**src/design/per_source_sequence_tracker_top_assert.svh**
```systemverilog
// Assertion macros for the sequence tracker top level.
// Both expect clk and arst_n in scope.
`ifndef PER_SOURCE_SEQUENCE_TRACKER_TOP_ASSERT_SVH
`define PER_SOURCE_SEQUENCE_TRACKER_TOP_ASSERT_SVH

// Same-cycle implication
`define PSST_ASSERT_NOW(lbl, ante, cons, msg) \
	lbl: assert property (@(posedge clk) disable iff (!arst_n) (ante) |-> (cons)) \
		else $error(msg);

// Next-cycle implication
`define PSST_ASSERT_NEXT(lbl, ante, cons, msg) \
	lbl: assert property (@(posedge clk) disable iff (!arst_n) (ante) |=> (cons)) \
		else $error(msg);

`endif

```
**src/design/psst_pkg.sv**
```systemverilog
package psst_pkg;

	localparam int SEQ_W  = 32;
	localparam int IP_W   = 32;
	localparam int PORT_W = 16;
	localparam int KEY_W  = IP_W + PORT_W;
	localparam int SLOT_W = 5;

	// packet kind
	localparam logic CMD_DATA  = 1'b0;
	localparam logic CMD_QUERY = 1'b1;

	typedef enum logic [2:0] {
		STATUS_IN_ORDER  = 3'd0,
		STATUS_GAP       = 3'd1,
		STATUS_DUPLICATE = 3'd2,
		STATUS_FULL      = 3'd3,
		STATUS_QUERY     = 3'd4
	} status_t;

endpackage

```
**src/design/psst_if.sv**
```systemverilog
// Packet header channel
interface psst_pkt_if;
	logic                             valid;
	logic                             ready;
	logic                             cmd;
	logic [psst_pkg::IP_W-1:0]        src_ip;
	logic [psst_pkg::PORT_W-1:0]      src_port;
	logic signed [psst_pkg::SEQ_W-1:0] seq_num;

	modport source (output valid, cmd, src_ip, src_port, seq_num, input ready);
	modport sink (input valid, cmd, src_ip, src_port, seq_num, output ready);
endinterface

// Result channel
interface psst_res_if;
	logic                              valid;
	logic                              ready;
	psst_pkg::status_t                 status;
	logic                              ack_valid;
	logic signed [psst_pkg::SEQ_W-1:0] ack_seq;
	logic [psst_pkg::SLOT_W-1:0]       session_slot;
	logic                              new_session;

	modport source (output valid, status, ack_valid, ack_seq, session_slot, new_session,
		input ready);
	modport sink (input valid, status, ack_valid, ack_seq, session_slot, new_session,
		output ready);
endinterface

```
**src/design/psst_table.sv**
```systemverilog
// Session table: source key and expected sequence per entry.
// One write and one registered read per cycle.
module psst_table #(
	parameter int ENTRIES = 32,
	parameter int IDX_W   = 5
) (
	input  logic                          clk,
	input  logic                          rd_en,
	input  logic [IDX_W-1:0]              rd_addr,
	output logic [psst_pkg::KEY_W-1:0]    rd_key,
	output logic [psst_pkg::SEQ_W-1:0]    rd_exp,
	input  logic                          wr_en,
	input  logic [IDX_W-1:0]              wr_addr,
	input  logic [psst_pkg::KEY_W-1:0]    wr_key,
	input  logic [psst_pkg::SEQ_W-1:0]    wr_exp
);

	logic [psst_pkg::KEY_W-1:0] key_mem [ENTRIES];
	logic [psst_pkg::SEQ_W-1:0] exp_mem [ENTRIES];
	logic [psst_pkg::KEY_W-1:0] rd_key_q;
	logic [psst_pkg::SEQ_W-1:0] rd_exp_q;

	// write port
	always_ff @(posedge clk) begin
		if (wr_en) begin
			key_mem[wr_addr] <= wr_key;
			exp_mem[wr_addr] <= wr_exp;
		end
	end

	// registered read port
	always_ff @(posedge clk) begin
		if (rd_en) begin
			rd_key_q <= key_mem[rd_addr];
			rd_exp_q <= exp_mem[rd_addr];
		end
	end

	assign rd_key = rd_key_q;
	assign rd_exp = rd_exp_q;

endmodule

```
**src/design/per_source_sequence_tracker_top.sv**
```systemverilog
// Per-source sequence tracker. Each accepted header word is looked up by (src_ip, src_port)
// in a session table of SESSION_ENTRIES entries; unknown sources get a new entry with
// expected sequence 1 while room is left. The table is scanned from entry 0 up to the fill
// count, stopping early when the source is found, one entry per cycle through its single
// registered read port, followed by an update state that waits for the output register.
// Only entries below the fill count are read, so no clearing pass follows reset. The next
// header is taken while the previous result still waits in the output register.
`include "per_source_sequence_tracker_top_assert.svh"

module per_source_sequence_tracker_top #(
	parameter int SESSION_ENTRIES = 32
) (
	input logic          clk,
	input logic          arst_n,
	psst_pkt_if.sink     pkt,
	psst_res_if.source   res
);

	localparam int IdxW = (SESSION_ENTRIES > 1) ? $clog2(SESSION_ENTRIES) : 1;
	localparam int CntW = $clog2(SESSION_ENTRIES + 1);
	localparam logic [CntW-1:0] EntriesC = CntW'(SESSION_ENTRIES);

	typedef enum logic [1:0] {
		ST_IDLE,
		ST_SCAN,
		ST_DECIDE
	} state_t;

	state_t state_q;

	// control
	logic [CntW-1:0] used_q;
	logic [CntW-1:0] iss_q;
	logic            chk_v_s1;
	logic            res_valid_q;

	// header and lookup result
	logic                              cmd_q;
	logic [psst_pkg::IP_W-1:0]         ip_q;
	logic [psst_pkg::PORT_W-1:0]       port_q;
	logic signed [psst_pkg::SEQ_W-1:0] seq_q;
	logic [IdxW-1:0]                   chk_idx_s1;
	logic                              found_q;
	logic [IdxW-1:0]                   slot_q;
	logic signed [psst_pkg::SEQ_W-1:0] exp_q;

	// output word
	psst_pkg::status_t                 status_q;
	logic                              ack_valid_q;
	logic signed [psst_pkg::SEQ_W-1:0] ack_seq_q;
	logic [psst_pkg::SLOT_W-1:0]       slot_out_q;
	logic                              new_q;

	// table ports
	logic                          rd_en;
	logic [IdxW-1:0]               rd_addr;
	logic [psst_pkg::KEY_W-1:0]    rd_key;
	logic [psst_pkg::SEQ_W-1:0]    rd_exp;
	logic                          wr_en;
	logic [IdxW-1:0]               wr_addr;
	logic [psst_pkg::SEQ_W-1:0]    wr_exp;

	logic                              accept;
	logic                              hit;
	logic                              scan_done;
	logic                              load;
	logic                              full;
	logic                              created;
	logic [IdxW-1:0]                   slot;
	logic signed [psst_pkg::SEQ_W-1:0] exp_cur;
	logic                              dup;
	logic                              take;
	psst_pkg::status_t                 status;

	assign accept = pkt.valid && pkt.ready;
	assign pkt.ready = (state_q == ST_IDLE);

	// scan: one read issued per cycle, compare in the cycle after
	assign hit       = chk_v_s1 && (rd_key == {ip_q, port_q});
	assign scan_done = !chk_v_s1 && (iss_q == used_q);
	assign rd_en     = (state_q == ST_SCAN) && (iss_q < used_q) && !hit;
	assign rd_addr   = iss_q[IdxW-1:0];

	// decide on the looked-up entry
	assign full    = !found_q && (used_q == EntriesC);
	assign created = !found_q && !full;
	assign slot    = found_q ? slot_q : used_q[IdxW-1:0];
	assign exp_cur = found_q ? exp_q : psst_pkg::SEQ_W'(1);
	assign dup     = seq_q < exp_cur;
	assign take    = (cmd_q == psst_pkg::CMD_DATA) && !dup;
	assign load    = (state_q == ST_DECIDE) && (!res_valid_q || res.ready);

	always_comb begin
		priority if (full) begin
			status = psst_pkg::STATUS_FULL;
		end else if (cmd_q == psst_pkg::CMD_QUERY) begin
			status = psst_pkg::STATUS_QUERY;
		end else if (dup) begin
			status = psst_pkg::STATUS_DUPLICATE;
		end else if (seq_q == exp_cur) begin
			status = psst_pkg::STATUS_IN_ORDER;
		end else begin
			status = psst_pkg::STATUS_GAP;
		end
	end

	// write back new entry and/or advanced expected number
	assign wr_en   = load && !full && (created || take);
	assign wr_addr = slot;
	assign wr_exp  = take ? psst_pkg::SEQ_W'(seq_q + psst_pkg::SEQ_W'(1))
		: psst_pkg::SEQ_W'(1);

	psst_table #(
		.ENTRIES (SESSION_ENTRIES),
		.IDX_W   (IdxW)
	) u_table (
		.clk     (clk),
		.rd_en   (rd_en),
		.rd_addr (rd_addr),
		.rd_key  (rd_key),
		.rd_exp  (rd_exp),
		.wr_en   (wr_en),
		.wr_addr (wr_addr),
		.wr_key  ({ip_q, port_q}),
		.wr_exp  (wr_exp)
	);

	// sequencer and control state
	always_ff @(posedge clk or negedge arst_n) begin
		if (!arst_n) begin
			state_q     <= ST_IDLE;
			used_q      <= '0;
			iss_q       <= '0;
			chk_v_s1    <= 1'b0;
			res_valid_q <= 1'b0;
		end else begin
			// result register: loading wins over draining
			if (load) begin
				res_valid_q <= 1'b1;
			end else if (res.ready) begin
				res_valid_q <= 1'b0;
			end
			unique case (state_q)
				ST_IDLE: begin
					if (accept) begin
						iss_q    <= '0;
						chk_v_s1 <= 1'b0;
						state_q  <= ST_SCAN;
					end
				end
				ST_SCAN: begin
					// rd_en is low on a hit or at the end of the scan
					chk_v_s1 <= rd_en;
					if (rd_en) begin
						iss_q <= iss_q + 1'b1;
					end
					if (hit || scan_done) begin
						state_q <= ST_DECIDE;
					end
				end
				ST_DECIDE: begin
					if (load) begin
						if (created) begin
							used_q <= used_q + 1'b1;
						end
						state_q <= ST_IDLE;
					end
				end
				default: begin
					state_q <= ST_IDLE;
				end
			endcase
		end
	end

	// datapath registers
	always_ff @(posedge clk) begin
		if (accept) begin
			cmd_q  <= pkt.cmd;
			ip_q   <= pkt.src_ip;
			port_q <= pkt.src_port;
			seq_q  <= pkt.seq_num;
		end
		chk_idx_s1 <= rd_addr;
		if (state_q == ST_SCAN) begin
			if (hit) begin
				found_q <= 1'b1;
				slot_q  <= chk_idx_s1;
				exp_q   <= rd_exp;
			end else if (scan_done) begin
				found_q <= 1'b0;
			end
		end
		if (load) begin
			status_q    <= status;
			ack_valid_q <= (cmd_q == psst_pkg::CMD_DATA);
			ack_seq_q   <= (cmd_q == psst_pkg::CMD_DATA) ? seq_q : '0;
			slot_out_q  <= full ? '0 : psst_pkg::SLOT_W'(slot);
			new_q       <= created;
		end
	end

	assign res.valid        = res_valid_q;
	assign res.status       = status_q;
	assign res.ack_valid    = ack_valid_q;
	assign res.ack_seq      = ack_seq_q;
	assign res.session_slot = slot_out_q;
	assign res.new_session  = new_q;

	// checks
	`PSST_ASSERT_NOW(a_used_bound, 1'b1, used_q <= EntriesC, "fill count beyond table size")
	`PSST_ASSERT_NOW(a_wr_decide, wr_en, state_q == ST_DECIDE, "table write outside update")
	`PSST_ASSERT_NEXT(a_new_count, load && created, used_q == $past(used_q) + 1'b1, "missed new")
	`PSST_ASSERT_NEXT(a_one_item, accept, !pkt.ready, "header taken while busy")

endmodule

```
**src/flat_wrapper.sv**
```systemverilog
// flat-port wrapper written by rule: the top's interface ports become plain ports
module per_source_sequence_tracker_top_flat 
#(
	parameter int SESSION_ENTRIES = 32
)
  (clk, arst_n, pkt_valid, pkt_cmd, pkt_src_ip, pkt_src_port, pkt_seq_num, pkt_ready, res_valid, res_status, res_ack_valid, res_ack_seq, res_session_slot, res_new_session, res_ready);
  psst_pkt_if pkt_i ();
  psst_res_if res_i ();
  input logic clk;
  input logic arst_n;
  input wire logic [$bits(pkt_i.valid)-1:0] pkt_valid;
  input wire logic [$bits(pkt_i.cmd)-1:0] pkt_cmd;
  input wire logic [$bits(pkt_i.src_ip)-1:0] pkt_src_ip;
  input wire logic [$bits(pkt_i.src_port)-1:0] pkt_src_port;
  input wire logic [$bits(pkt_i.seq_num)-1:0] pkt_seq_num;
  output wire logic [$bits(pkt_i.ready)-1:0] pkt_ready;
  output wire logic [$bits(res_i.valid)-1:0] res_valid;
  output wire logic [$bits(res_i.status)-1:0] res_status;
  output wire logic [$bits(res_i.ack_valid)-1:0] res_ack_valid;
  output wire logic [$bits(res_i.ack_seq)-1:0] res_ack_seq;
  output wire logic [$bits(res_i.session_slot)-1:0] res_session_slot;
  output wire logic [$bits(res_i.new_session)-1:0] res_new_session;
  input wire logic [$bits(res_i.ready)-1:0] res_ready;
  assign pkt_i.valid = pkt_valid;
  assign pkt_i.cmd = pkt_cmd;
  assign pkt_i.src_ip = pkt_src_ip;
  assign pkt_i.src_port = pkt_src_port;
  assign pkt_i.seq_num = pkt_seq_num;
  assign pkt_ready = pkt_i.ready;
  assign res_valid = res_i.valid;
  assign res_status = res_i.status;
  assign res_ack_valid = res_i.ack_valid;
  assign res_ack_seq = res_i.ack_seq;
  assign res_session_slot = res_i.session_slot;
  assign res_new_session = res_i.new_session;
  assign res_i.ready = res_ready;
  per_source_sequence_tracker_top #(.SESSION_ENTRIES(SESSION_ENTRIES)) u_core (.clk(clk), .arst_n(arst_n), .pkt(pkt_i), .res(res_i));
endmodule
```
**config.mk**
```make
export PLATFORM = sky130hd
export DESIGN_NAME = per_source_sequence_tracker_top_flat
export DESIGN_NICKNAME = d
export VERILOG_FILES = /design/src/design/psst_pkg.sv /design/src/design/psst_if.sv /design/src/design/psst_table.sv /design/src/design/per_source_sequence_tracker_top.sv /design/src/flat_wrapper.sv
export VERILOG_INCLUDE_DIRS = /design/src /design/src/design
export SDC_FILE = /design/constraint.sdc
export NUM_CORES = 2
export LEC_CHECK = 0
export CAP_MARGIN = 30
export CORE_UTILIZATION = 45
export CTS_CLUSTER_DIAMETER = 200
export CTS_CLUSTER_SIZE = 14
export DETAILED_ROUTE_END_ITERATION = 8
export DONT_BUFFER_PORTS = 1
export PLACE_DENSITY_LB_ADDON = 0.12
export SETUP_SLACK_MARGIN = 0.02
export SYNTH_ARGS = -nofsm -noshare
export SYNTH_HDL_FRONTEND = slang
export SYNTH_SLANG_ARGS = --single-unit
```
**constraint.sdc**
```tcl
create_clock -name clk -period 13.2 [get_ports clk]
set_input_delay 1.32 -clock clk [delete_from_list [all_inputs] [get_ports clk]]
set_output_delay 1.32 -clock clk [all_outputs]
set_load 0.02 [all_outputs]
```
==> flow_metrics.env <==
export IMPL_critPathRequiredTime_ps=13690
export IMPL_ctsHoldBuffers=0
export IMPL_synth_main_ff_cell="edfxtp_1"
export IMPL_crit_fanout=49
export IMPL_cp_end_kind="register"
export IMPL_fp_row_count=179
export IMPL_htree_levels=4
export IMPL_grt_pass1_vias=49144
export IMPL_arrival_ps=6580
export IMPL_yosysWarningCount=0
export IMPL_hold_class="in2async"
export IMPL_port_buffers=0
export IMPL_vias=47438
export IMPL_grt_first_pass_wirelength_um=376800
export IMPL_peakVddDrop_uv=201.3
export IMPL_grt_max_degree=96
export IMPL_worst_pin_slew_ps=1069
export IMPL_antenna_found_initial=9
export IMPL_p_per_area_nw_per_um2=191.9
export IMPL_fp_dieW_um=491.7
export IMPL_syn2layout_area_growth_pct=10.56
export IMPL_reg2reg_depth=13
export IMPL_synth_seq_cells=2822
export IMPL_clk_latency_ps=880
export IMPL_r2r_slack_ps=7110
export IMPL_period_needed_ps=6093
export IMPL_final_setup_skew_ps=55.63
export IMPL_overflow=0
export IMPL_ys_types=52
export IMPL_power_leakage_nw=36.56
export IMPL_path_class="reg2reg"
export IMPL_place_hpwl_um=144100
export IMPL_nFillCells=18594
export IMPL_drc_errors=36
export IMPL_cts_repair_resized=0
export IMPL_final_net_count=4774
export IMPL_final_core_util_pct=50.10
export IMPL_yosysSeqAreaShare_pct=78.42
export IMPL_setup_viol_count_final=0
export IMPL_maxCapViolations=0
export IMPL_synth_edf_count=2801
export IMPL_async_flop_share_pct=0.5670
export IMPL_cts_sinks=2822
export IMPL_syn_avg_cell_area_um2=24.38
export IMPL_min_period_over_period_pct=46.16
export IMPL_cts_clk_slew_worst_paths_ps=70
export IMPL_via_per_inst=6.029
export IMPL_track_usage_pct=22.15
export IMPL_drtIter0Drc=4765
export IMPL_setup_tns_ps=0
export IMPL_relSlewSlack_pct=28.77
export IMPL_maxSlewViolCount=0
export IMPL_postCtsSetupBuffers=0
export IMPL_clock_root_buffer="clkbuf_16"
export IMPL_cp_start_kind="register"
export IMPL_timing_fmax_ghz=0.1641
export IMPL_hold_viol_final=0
export IMPL_synth_area_um2=107900
export IMPL_dp_cells=7588
export IMPL_firstDrtPassIters=7
export IMPL_r2r_end="u_core.u_table.key_mem[22][39]"
export IMPL_synth_most_common_cell="edfxtp_1"
export IMPL_drtAntennaViolNets=0
export IMPL_wire_per_inst_um=33.71
export IMPL_rsz0062_at_grt="no"
export IMPL_synthCells=4425
export IMPL_gp_congestion=0.7720
export IMPL_status="finished, violations left"
export IMPL_synth_nets=4552
export IMPL_coreArea_um2=238100
export IMPL_cts_buffers=219
export IMPL_floorplan_initialDensity_pct=45.32
export IMPL_wirelength_um=265200
export IMPL_violations="design-rule violations"
export IMPL_clock_path_buffers=3
export IMPL_pre_cts_slack_ps=7012
export IMPL_yosys_area_top_type="edfxtp_1"
export IMPL_synth_top_area_share_pct=77.96
export IMPL_setup_slack_ps=7107
export IMPL_drive_above_1_share_pct=29.90
export IMPL_cts_tree="yes"
export IMPL_die_h_um=491.7
export IMPL_worstReg2RegStart="u_core.found_q"
export IMPL_synthTopCellsByArea="edfxtp_1, mux4_2, mux2_2"
export IMPL_io_pin_count=129
export IMPL_finalNonFillerCells=7868
export IMPL_synth_common_cells="edfxtp_1, mux4_2, clkbuf_1"
export IMPL_dieArea_um2=241700
kinds of logic (layout without fill, tap and decap cells):
logic type	count (synthesis)	in the layout	share of synthesized area, %
multiplexers	885	885	17.58
AND/OR/NAND/NOR	251	251	1.204
AO/OA/AOI/OAI	112	112	0.6517
other	0	5	0
adder cells (fa/ha/maj)	42	42	0.4871
flip-flops	2822	2822	78.42
XOR/XNOR	83	83	0.6738
buffers and inverters	230	501	0.9822
critical path, stage by stage (launching register included):
cell	delay (ps)
edfxtp_1	320
buf_4	450
nand2_1	110
ha_1	380
nand4_1	170
nor4_1	550
nand4_1	270
a31oi_1	520
o21ai_4	60
buf_4	320
buf_4	470
a211oi_4	320
buf_4	760
buf_4	810
layout make-up:
cell class / count / area, um2 / share of cell area (%)
well taps: 3167 / 3963 / 3.322
flip-flops and latches: 2822 / 84630 / 70.94
multi-input cells: 1373 / 22800 / 19.11
clock inverters: 14 / 267.8 / 0.2245
clock buffers: 256 / 5662 / 4.746
inverters: 21 / 91.34 / 0.07657
diodes: 5 / 12.51 / 0.01049
repair buffers: 210 / 1864 / 1.563
per-stage QoR:
| stage | cell area [um2] | power, W | hold WS (ps) |
|---|---|---|---|
| 6_report | 119300 | 0.02289 | 133.3 |
| 5_1_grt | 119300 | 0.02371 | 80.72 |
| 4_1_cts | 119200 | 0.02319 | 58.59 |
| 3_5_place_dp | 113200 | 0.01719 | 390.6 |
| 3_3_place_gp | 113000 | 0.01716 | 389.0 |
| 2_1_floorplan | 107900 | 0.01508 | 371.6 |
layer usage:
| metal | global-route usage (%) | routed length, um | vias up |
|---|---|---|---|
| met3 | 3.625 | 14970 | 307 |
| met1 | 30.97 | 111900 | 26277 |
| li1 | - | - | 19309 |
| met4 | 5.408 | 5973 | 2 |
| met2 | 36.53 | 132300 | 1543 |
| met5 | 0 | 13 | - |
cells in the final DEF (no fill, tap or decap), drive strengths merged, types with 3 or more instances in the layout:
cell | synthesis | final
a21o | 4 | 4
a21oi | 45 | 45
nand3 | 29 | 29
nor2b | 31 | 31
and3 | 6 | 6
clkinv | 0 | 7
and2 | 3 | 3
xnor2 | 24 | 24
inv | 21 | 28
nand2 | 77 | 77
dfxtp | 5 | 5
or4 | 4 | 4
ha | 42 | 42
nand2b | 10 | 10
mux2i | 5 | 5
a211oi | 32 | 32
xor2 | 59 | 59
or3 | 4 | 4
mux2 | 80 | 80
nor4 | 27 | 27
o21ai | 13 | 13
dfrtp | 16 | 16
edfxtp | 2801 | 2801
nand4 | 14 | 14
nor2 | 25 | 25
buf | 80 | 210
and4 | 5 | 5
mux4 | 800 | 800
diode | 0 | 5
nor3 | 9 | 9
clkbuf | 129 | 256
registers in the layout, indices dropped and copies added, names as in the netlist:
signal                   count
u_core.chk_idx_s1            5
u_core.chk_v_s1              1
u_core.cmd_q                 1
u_core.exp_q                32
u_core.found_q               1
u_core.ip_q                 32
u_core.iss_q                 6
u_core.port_q               16
u_core.res.ack_seq          32
u_core.res.ack_valid         1
u_core.res.new_session       1
u_core.res.session_slot      5
u_core.res.status            3
u_core.res.valid             1
u_core.seq_q                32
u_core.slot_q                5
u_core.state_q               2
u_core.u_table.exp_mem    1024
u_core.u_table.key_mem    1536
u_core.u_table.rd_exp       32
u_core.u_table.rd_key       48
u_core.used_q                6
where the power goes:
group	leakage (nW)	switching (W)	total, W	internal, W
Combinational	7.97	0.00333	0.00626	0.00293
Sequential	25.7	0.000219	0.0106	0.0104
Clock	2.88	0.00300	0.00601	0.00300
worst max-delay path by stage:
stage	slack, ps	from	depth (start not counted)	endpoint
global route	6850	u_core.found_q	13	u_core.u_table.key_mem[22][39]
finish	7110	u_core.found_q	13	u_core.u_table.key_mem[22][39]
floorplan	2950	res_ready	5	u_core.u_table.exp_mem[12][0]
CTS	6970	u_core.found_q	13	u_core.u_table.key_mem[22][39]
global placement	7040	u_core.found_q	13	u_core.u_table.key_mem[22][22]
detailed placement	7010	u_core.found_q	13	u_core.u_table.key_mem[22][37]
Power figures use the tool's default switching activity.
